<file path="src/design/rtcbcd_pkg.sv">
// Package for the RTC BCD-to-epoch block: status codes, calendar tables,
// BCD decode. No dependencies.
package rtcbcd_pkg;

    typedef enum logic [1:0] {
        ST_OK        = 2'd0,
        ST_LOW_VOLT  = 2'd1,
        ST_INVALID   = 2'd2,
        ST_BELOW_MIN = 2'd3
    } t_status;

    localparam logic [15:0] DaysTo2000   = 16'd10957;
    localparam logic [31:0] SecPerDay    = 32'd86400;
    localparam logic [16:0] SecPerHour   = 17'd3600;
    localparam logic [16:0] SecPerMin    = 17'd60;
    localparam logic [31:0] EpochMin2000 = 32'd946684800;
    localparam logic [31:0] EpochMax2099 = 32'd4102444799;

    // hi*10+lo, nibbles not checked
    function automatic logic [7:0] bcd_pair(input logic [7:0] v);
        logic [7:0] hi;
        hi = {4'd0, v[7:4]};
        return (hi << 3) + (hi << 1) + {4'd0, v[3:0]};
    endfunction

    // zero for a month outside 1..12
    function automatic logic [4:0] month_len(input logic [4:0] m, input logic leap);
        logic [4:0] d;
        case (m)
            5'd1, 5'd3, 5'd5, 5'd7, 5'd8, 5'd10, 5'd12: d = 5'd31;
            5'd4, 5'd6, 5'd9, 5'd11:                    d = 5'd30;
            5'd2:                                       d = leap ? 5'd29 : 5'd28;
            default:                                    d = 5'd0;
        endcase
        return d;
    endfunction

    // days before the first of the month, common year
    function automatic logic [8:0] cum_days(input logic [3:0] m);
        logic [8:0] d;
        case (m)
            4'd2:    d = 9'd31;
            4'd3:    d = 9'd59;
            4'd4:    d = 9'd90;
            4'd5:    d = 9'd120;
            4'd6:    d = 9'd151;
            4'd7:    d = 9'd181;
            4'd8:    d = 9'd212;
            4'd9:    d = 9'd243;
            4'd10:   d = 9'd273;
            4'd11:   d = 9'd304;
            4'd12:   d = 9'd334;
            default: d = 9'd0;
        endcase
        return d;
    endfunction

endpackage

</file>
<file path="src/design/rtc_bcd_registers_to_epoch.sv">
// RTC BCD register snapshot to Unix epoch seconds, four-stage pipeline.
// Throughput one request per cycle while the output is not backpressured.
// Stages: decode/check, day count and time of day, day multiply, minimum compare.
// Any stage holds under output backpressure; bubbles collapse.
// Synchronous active-low reset empties the pipeline and clears r_min_epoch.
// Depends on rtcbcd_pkg.
module rtc_bcd_registers_to_epoch
    import rtcbcd_pkg::*;
(
    input  logic        i_clk,
    input  logic        i_rst_n,
    input  logic        i_cfg_valid,
    output logic        o_cfg_ready,
    input  logic [31:0] i_cfg_data,
    input  logic        i_in_valid,
    output logic        o_in_ready,
    input  logic [7:0]  i_seconds_byte,
    input  logic [7:0]  i_minutes_byte,
    input  logic [7:0]  i_hours_byte,
    input  logic [7:0]  i_day_byte,
    input  logic [7:0]  i_month_century_byte,
    input  logic [7:0]  i_year_byte,
    output logic        o_out_valid,
    input  logic        i_out_ready,
    output logic [31:0] o_epoch_seconds,
    output logic [1:0]  o_status
);

    logic [31:0] r_min_epoch;

    logic en1, en2, en3, en4;
    logic r_vld1, r_vld2, r_vld3, r_vld4;

    // stage 1
    t_status    r_st1, n_st1;
    logic [6:0] r_y2_1, n_y2_1;
    logic [4:0] r_mon1, n_mon1;
    logic [5:0] r_day1, n_day1;
    logic [5:0] r_hr1, n_hr1;
    logic [6:0] r_min1, n_min1;
    logic [6:0] r_sec1, n_sec1;

    // stage 2
    t_status     r_st2;
    logic [15:0] r_days2, n_days2;
    logic [16:0] r_sod2, n_sod2;

    // stage 3
    t_status     r_st3;
    logic [31:0] r_epoch3, n_epoch3;

    // stage 4
    t_status     r_st4, n_st4;
    logic [31:0] r_epoch4, n_epoch4;

    assign en4 = !r_vld4 || i_out_ready;
    assign en3 = !r_vld3 || en4;
    assign en2 = !r_vld2 || en3;
    assign en1 = !r_vld1 || en2;

    assign o_in_ready      = en1;
    assign o_cfg_ready     = 1'b1;
    assign o_out_valid     = r_vld4;
    assign o_epoch_seconds = r_epoch4;
    assign o_status        = r_st4;

    always_ff @(posedge i_clk) begin
        if (!i_rst_n) begin
            r_min_epoch <= '0;
        end else if (i_cfg_valid) begin
            r_min_epoch <= i_cfg_data;
        end
    end

    // stage 1: decode and range checks
    always_comb begin
        logic [7:0] yv;
        logic       year_ok;
        logic       leap;
        logic [4:0] dim;
        logic       bad;
        yv      = bcd_pair(i_year_byte);
        year_ok = i_month_century_byte[7] ? (yv >= 8'd100 && yv <= 8'd199)
                                          : (yv <= 8'd99);
        n_y2_1  = i_month_century_byte[7] ? 7'(yv - 8'd100) : yv[6:0];
        n_sec1  = 7'(bcd_pair({1'b0, i_seconds_byte[6:0]}));
        n_min1  = 7'(bcd_pair({1'b0, i_minutes_byte[6:0]}));
        n_hr1   = 6'(bcd_pair({2'b0, i_hours_byte[5:0]}));
        n_day1  = 6'(bcd_pair({2'b0, i_day_byte[5:0]}));
        n_mon1  = 5'(bcd_pair({3'b0, i_month_century_byte[4:0]}));
        leap    = (n_y2_1[1:0] == 2'd0);
        dim     = month_len(n_mon1, leap);
        bad     = !year_ok || (dim == 5'd0) || (n_day1 == 6'd0) || (n_day1 > {1'b0, dim})
                  || (n_hr1 >= 6'd24) || (n_min1 >= 7'd60) || (n_sec1 >= 7'd60);
        if (i_seconds_byte[7]) begin
            n_st1 = ST_LOW_VOLT;
        end else if (bad) begin
            n_st1 = ST_INVALID;
        end else begin
            n_st1 = ST_OK;
        end
    end

    // stage 2: days since 1970 and seconds of day
    always_comb begin
        logic [7:0] leaps;
        logic       adj;
        leaps   = ({1'b0, r_y2_1} + 8'd3) >> 2;
        adj     = (r_y2_1[1:0] == 2'd0) && (r_mon1 > 5'd2);
        n_days2 = DaysTo2000 + 16'(r_y2_1) * 16'd365 + 16'(leaps)
                  + 16'(cum_days(r_mon1[3:0])) + 16'(adj) + 16'(r_day1) - 16'd1;
        n_sod2  = 17'(r_hr1) * SecPerHour + 17'(r_min1) * SecPerMin + 17'(r_sec1);
    end

    // stage 3: scale days
    assign n_epoch3 = 32'(r_days2) * SecPerDay + 32'(r_sod2);

    // stage 4: minimum check and result
    always_comb begin
        n_st4    = r_st3;
        n_epoch4 = '0;
        if (r_st3 == ST_OK) begin
            if (r_epoch3 < r_min_epoch) begin
                n_st4 = ST_BELOW_MIN;
            end else begin
                n_epoch4 = r_epoch3;
            end
        end
    end

    always_ff @(posedge i_clk) begin
        if (!i_rst_n) begin
            r_vld1 <= 1'b0;
            r_vld2 <= 1'b0;
            r_vld3 <= 1'b0;
            r_vld4 <= 1'b0;
        end else begin
            if (en1) r_vld1 <= i_in_valid;
            if (en2) r_vld2 <= r_vld1;
            if (en3) r_vld3 <= r_vld2;
            if (en4) r_vld4 <= r_vld3;
        end
    end

    always_ff @(posedge i_clk) begin
        if (en1) begin
            r_st1  <= n_st1;
            r_y2_1 <= n_y2_1;
            r_mon1 <= n_mon1;
            r_day1 <= n_day1;
            r_hr1  <= n_hr1;
            r_min1 <= n_min1;
            r_sec1 <= n_sec1;
        end
        if (en2) begin
            r_st2   <= r_st1;
            r_days2 <= n_days2;
            r_sod2  <= n_sod2;
        end
        if (en3) begin
            r_st3    <= r_st2;
            r_epoch3 <= n_epoch3;
        end
        if (en4) begin
            r_st4    <= n_st4;
            r_epoch4 <= n_epoch4;
        end
    end

endmodule

</file>
<file path="config.mk">
export PLATFORM = sky130hd
export DESIGN_NAME = rtc_bcd_registers_to_epoch
export DESIGN_NICKNAME = d
export VERILOG_FILES = /design/src/design/rtcbcd_pkg.sv /design/src/design/rtc_bcd_registers_to_epoch.sv
export SDC_FILE = /design/constraint.sdc
export NUM_CORES = 1
export LEC_CHECK = 0
export CORE_ASPECT_RATIO = 0.8
export CORE_MARGIN = 5
export CORE_UTILIZATION = 28
export DETAILED_ROUTE_END_ITERATION = 16
export DONT_BUFFER_PORTS = 1
export HOLD_SLACK_MARGIN = 0.06
export SYNTH_ARGS = -nofsm -noshare
export SYNTH_HDL_FRONTEND = slang
export SYNTH_SLANG_ARGS = --single-unit
</file>
<file path="constraint.sdc">
create_clock -name i_clk -period 6.22 [get_ports i_clk]
set_clock_uncertainty 0.1 [all_clocks]
set_input_delay 1.555 -clock i_clk [delete_from_list [all_inputs] [get_ports i_clk]]
set_output_delay 1.555 -clock i_clk [all_outputs]
set_load 0.005 [all_outputs]
</file>
==> results of run 1 <==
-- cells in the final DEF (no fill, tap or decap), types with 13 or more instances in the layout --
master	count
ha_1	282
inv_1	235
edfxtp_1	143
fa_1	95
xnor2_1	80
nor2_1	78
nand2_1	76
a21oi_1	69
nor2b_1	48
a21o_1	47
dfxtp_1	45
mux2i_1	40
o21ai_0	26
xor2_1	22
clkbuf_16	17
nand2b_1	15
nand3_1	14
nand4_1	13
-- layout make-up --
class,count,area [um^2],share of cell area
multi-input combinational,1052,9820,0.560
sequential,188,5190,0.296
tap,760,951,0.0542
inverter,235,882,0.0503
clock buffer,18,439,0.0250
clock inverter,14,188,0.0107
timing repair buffer,9,67.6,0.00385
antenna,1,2.50,0.000143
-- state kept, by name (all words and copies together) (netlist names), named ones only --
register / cells
r_days2: 16
r_day1: 6
r_vld3: 1
o_status: 2
r_sec1: 7
o_out_valid: 1
r_vld2: 1
o_epoch_seconds: 32
r_st1: 2
r_min_epoch: 32
r_epoch3: 32
r_hr1: 6
r_vld1: 1
r_st2: 2
r_y2_1: 7
r_sod2: 17
r_mon1: 5
r_min1: 7
r_st3: 2
-- critical path, stage by stage, from the launching register on --
cell,delay (ps)
edfxtp_1,530
ha_1,250
inv_1,100
nand2_1,110
and3_1,210
fa_1,470
inv_1,50
fa_1,490
inv_1,50
fa_1,460
fa_1,510
fa_1,490
ha_1,350
a21oi_1,210
o21bai_1,90
a21oi_1,220
nor2b_1,90
o2111ai_1,170
nand2_1,90
o41ai_1,320
xnor2_1,100
-- routing by layer --
| layer | wire length (um) | share of wire | up-vias | GRT usage |
|---|---|---|---|---|
| li1 | - | - | 5148 | - |
| met1 | 16500 | 0.52 | 4702 | 0.148 |
| met2 | 13600 | 0.43 | 133 | 0.165 |
| met3 | 1260 | 0.040 | 23 | 0.0265 |
| met4 | 285 | 0.0090 | 0 | 0.0200 |
| met5 | 0 | 0 | - | 0 |
-- final timing paths --
kind / end / slack, ps / startpoint / cells past startpoint
setup / recovery: r_days2[14]$_DFFE_PP_ / 490 / r_y2_1[2]$_DFFE_PN_ / 20
hold / removal: r_st2[0]$_DFFE_PP_ / 320 / r_st1[0]$_SDFFCE_PP1N_ / 0
setup reg to reg: r_days2[14]$_DFFE_PP_ / 490 / r_y2_1[2]$_DFFE_PN_ / 20
hold reg to reg: r_st2[0]$_DFFE_PP_ / 320 / r_st1[0]$_SDFFCE_PP1N_ / 0
-- cells in the mapped netlist, drive strengths merged (14+ instances only) --
| cell type | instances |
|---|---|
| fa | 95 |
| ha | 282 |
| nand2 | 77 |
| o21ai | 28 |
| a21oi | 70 |
| edfxtp | 143 |
| clkbuf | 19 |
| nand3 | 14 |
| a21o | 47 |
| xor2 | 22 |
| dfxtp | 45 |
| mux2i | 40 |
| nor2b | 48 |
| inv | 235 |
| nand2b | 15 |
| nor2 | 79 |
| xnor2 | 80 |
-- cell families after synthesis --
group / count (synthesis) / share of synthesized area
other cells: 1 / 0.000235
xor+xnor: 102 / 0.0559
mux: 43 / 0.0272
buf+inv: 260 / 0.0615
simple gates: 301 / 0.0930
flops: 188 / 0.325
fa+ha+maj: 377 / 0.340
compound gates: 228 / 0.0970
-- stage by stage --
step                      instances  utilization  cell area, um^2  setup WS, ps
after floorplan                1500            -            16000           733
after global placement         2241        0.298            16900           361
after detailed placement       2241        0.298            16900           396
after CTS                      2273        0.309            17500           356
after global routing           2276        0.310            17500          26.4
final                          2277        0.310            17500           493
==> key figures, run 1 <==
Status
  – Status: finished clean

Logic synthesis
  – Largest cells by area after synthesis: edfxtp_1 (27%), ha_1 (22%), fa_1 (12%), dfxtp_1 (5.6%), inv_1 (5.5%)
  – Sequential element share of the synthesized area: 0.325
  – Yosys top cell by area: edfxtp_1
  – Post-synthesis area per instance: 10.6 um^2
  – Mapped Area: 0.0160 mm^2
  – Yosys reg bits: 188
  – Main flop type after synthesis: edfxtp_1
  – Post-synth cell types: 66
  – Share of synthesized registers carrying an async set or reset: 0
  – Syn Nets: about 2.0k
  – Yosys warns: 0
  – Post-synth EDFFs: 143
  – Share of the synthesized area in the top cell type: 0.269
  – Post-Syn Instances: 1,500

Clock tree
  – Setup bufs post-CTS: 0
  – Clock root buffer: clkbuf_16
  – Worst-Skew Late Latency: 450 ps
  – CTS tree: done
  – CTS resizes: 0
  – Htree depth: 4
  – Clock slew at reported path FFs: approximately 80 ps
  – CTS buffer count: 17
  – CTS max path bufs: 2
  – Hold_buf cts: 0
  – Clock Sinks: 188

Die
  – # rows: 78
  – Overall die height: 224 um
  – Die X: approximately 280 um
  – Starting Density: 0.282
  – Die area: 0.0620 mm^2
  – Core box area: approximately 0.057 mm^2
  – Ports: 122

Global routing
  – Vias in the first global route: 10.5k
  – First-pass GRT wire length: 53,500 um
  – GRT Util Overall: 0.105
  – GRT overflow: 0
  – Antenna violations before repair: 0
  – Pin count of the biggest net entering global routing: 37

Drt
  – Vias: 10.0k
  – Drt first pass iters: 5
  – Detail Route Antenna Nets: 0
  – Post-Route WL: 31,700 um
  – DR iter-0 viols: 424
  – Drt drc: 0
  – Drt via density: about 4.4
  – Wirelength per Cell: 13.9 um

Hold path
  – HP Class: reg2reg

Critical path
  – Worst Setup End Kind: flop
  – Crit Path Max Fanout: 7
  – Path type of the worst setup path: reg2reg
  – Worst setup SP type: flop
  – CP Data Required Time: around 6300 ps
  – CP arrival: 5810 ps

Place
  – Port Buffers: 0
  – Detailed Place HPWL: between 20,000 and 30,000 um
  – GP Congestion: 0.850

Timing
  – Final setup fails: 0
  – Period utilization: 0.921
  – Slew Limit Headroom: 0.151
  – Min Hold Slack: 322 ps
  – Fmax: 175 MHz
  – Slew @ Worst Pin: 1240 ps
  – RSZ-0062 raised after global routing: false
  – Hold Vio Cnt, Final: 0
  – Post-layout min period: roughly 5700 ps
  – Slew Limit Fails: 0
  – Setup TNS: 0 ps

Final layout
  – Final net count: between 1.5k and 2k
  – Fillers: between 5k and 6k
  – Area Growth Syn to Fin: 9.83%
  – Ratio of cells with drive above 1 in the final layout: 0.0422

Flow run
  – Max Cap Viol: 0
Power of run 1 is not shown: default switching activity piles up to over one toggle a cycle in this logic, so the estimate is an artifact.
==> inputs of run 2 (changes only) <==
- CORE_MARGIN: 5 -> 4
- SKIP_LAST_GASP: default -> 1
==> run 2 against run 1 <==
Against the previous run:
- clock-buffer cell count is 1 higher
- cell area about the same
- highest routed layer unchanged
- critical path type unchanged
- fmax down 1.5%
- largest cell class unchanged
==> key figures, run 2 (synthesized netlist as in run 1, its figures left out) <==
Status
  – Status: finished clean

Timing
  – Final setup fails: 0
  – Period utilization: 0.935
  – Setup TNS: 0 ps
  – Hold Vio Cnt, Final: 0
  – Slew Limit Headroom: 0.224
  – Slew @ Worst Pin: 1130 ps
  – Slew Limit Fails: 0
  – RSZ-0062 raised after global routing: false
  – Fmax: 172 MHz
  – Post-layout min period: 5820 ps
  – Min Hold Slack: 321 ps

Die
  – Ports: between 100 and 150
  – Core box area: around 0.057 mm^2
  – Overall die height: 222 um
  – Die area: 0.0610 mm^2
  – Die X: 275 um
  – Starting Density: 0.282
  – # rows: 78

Hold path
  – HP Class: reg2reg
  – Hold depth: 0
  – Hold Startpoint: r_sod2[4]$_DFFE_PP_
  – Worst Hold End: r_epoch3[4]$_DFFE_PP_

Global routing
  – M1 GR Usage: 0.155
  – Pin count of the biggest net entering global routing: 37
  – Met3 usage: 0.0256
  – GRT Max-Usage Layer: met2
  – Vias in the first global route: 10.5k
  – M2 GR Usage: 0.165
  – Antenna violations before repair: 1
  – GRT overflow: 0
  – GRT Util Overall: 0.108
  – First-pass GRT wire length: 53,600 um

Critical path
  – Worst setup SP type: flop
  – CP Cell Sequence: ha_1, inv_1, nand2_1, and3_1, fa_1, inv_1, fa_1, inv_1, fa_1, fa_1, fa_1, ha_1, a21oi_1, o21bai_1, a21oi_1, nor2b_1, o2111ai_1, nand2_1, o41ai_1, xnor2_1
  – Slowest-stage cell, CP: edfxtp_1
  – CP Data Required Time: 6310 ps
  – Worst Setup End Kind: flop
  – CP arrival: about 5900 ps
  – Critical path's top delay family: adder cells
  – Path type of the worst setup path: reg2reg
  – Crit Path Max Fanout: 7
  – R2R setup slack: roughly 400 ps
  – Reg2reg start: r_y2_1[2]$_DFFE_PN_
  – Buf+Inv Stages, Crit Path: 3
  – R2R cell count: 20
  – Worst r2r dst: r_days2[14]$_DFFE_PP_
  – Worst path max stage delay: roughly 530 ps
  – Top cell by count, worst path: fa_1

Clock tree
  – Setup bufs post-CTS: 0
  – Clock slew at reported path FFs: 80 ps
  – Htree depth: 4
  – CTS max path bufs: 2
  – Clock Sinks: 188
  – Worst-Skew Late Latency: around 450 ps
  – Hold_buf cts: 0
  – CTS tree: done
  – CTS resizes: 0
  – Clock root buffer: clkbuf_16
  – CTS buffer count: 17

Final layout
  – Area Growth Syn to Fin: 9.73%
  – Fin util: 0.310
  – Fillers: 5,832
  – Commonest non-fill, non-tap cell in the layout: ha_1
  – Ratio of cells with drive above 1 in the final layout: 0.0409
  – Most frequent cells in the layout: ha_1 (282), inv_1 (235), edfxtp_1 (143)
  – Final net count: between 1.5k and 2k

Place
  – Detailed Place HPWL: 26,400 um
  – GP Congestion: 0.849
  – Port Buffers: 0

Drt
  – Post-Route WL: about 32,000 um
  – Drt first pass iters: 4
  – Detail Route Antenna Nets: 0
  – Vias: 10.2k
  – Wirelength per Cell: 14.0 um
  – Drt drc: 0
  – Drt via density: 4.48
  – DR iter-0 viols: 439

Flow run
  – Max Cap Viol: 0
-- run 2: changes by cell type in the layout (fill, tap and decap cells not counted) --
| cell | before | now |
|---|---|---|
| inv_12 | 2 | 1 |
| clkbuf_1 | 0 | 1 |
| diode_2 | 1 | 2 |
| clkinv_4 | 1 | 0 |
| clkbuf_16 | 17 | 18 |
| buf_4 | 9 | 8 |
| inv_4 | 1 | 0 |
| clkinv_8 | 6 | 4 |
| clkbuf_8 | 1 | 0 |
| inv_8 | 3 | 4 |
| inv_6 | 1 | 4 |
-- run 2: routing by layer --
layer | part of all wire | wire, um
met5 | 0 | 0
met2 | 0.43 | 13600
met1 | 0.51 | 16300
met3 | 0.051 | 1640
met4 | 0.012 | 370
-- run 2: cell type report --
type	instances	area [um^2]	share of cell area
multi-input combinational	1052	9820	0.560
sequential	188	5190	0.296
tap	760	951	0.0543
inverter	235	882	0.0503
clock buffer	19	454	0.0259
clock inverter	13	161	0.00921
timing repair buffer	8	60.1	0.00343
antenna	2	5.00	0.000286
-- run 2: worst max path at each step --
| stage | start | endpoint | slack (ps) | cells past startpoint |
|---|---|---|---|---|
| finish | r_y2_1[2]$_DFFE_PN_ | r_days2[14]$_DFFE_PP_ | 400 | 20 |
| global route | r_y2_1[2]$_DFFE_PN_ | r_days2[14]$_DFFE_PP_ | 20 | 20 |
| CTS | r_y2_1[1]$_DFFE_PN_ | r_days2[14]$_DFFE_PP_ | 300 | 21 |
| detailed placement | r_y2_1[1]$_DFFE_PN_ | r_days2[14]$_DFFE_PP_ | 380 | 21 |
| global placement | r_y2_1[1]$_DFFE_PN_ | r_days2[14]$_DFFE_PP_ | 380 | 21 |
| floorplan | r_y2_1[1]$_DFFE_PN_ | r_days2[14]$_DFFE_PP_ | 730 | 21 |
-- run 2: metrics by stage --
step | worst slack (ps) | cell area [um^2] | instances
after floorplan | 733 | 16000 | 1500
after global placement | 378 | 16900 | 2241
after detailed placement | 376 | 16900 | 2241
after CTS | 298 | 17500 | 2273
after global routing | 24.0 | 17500 | 2275
final | 403 | 17500 | 2277
Power of run 2 is left out for the same reason.
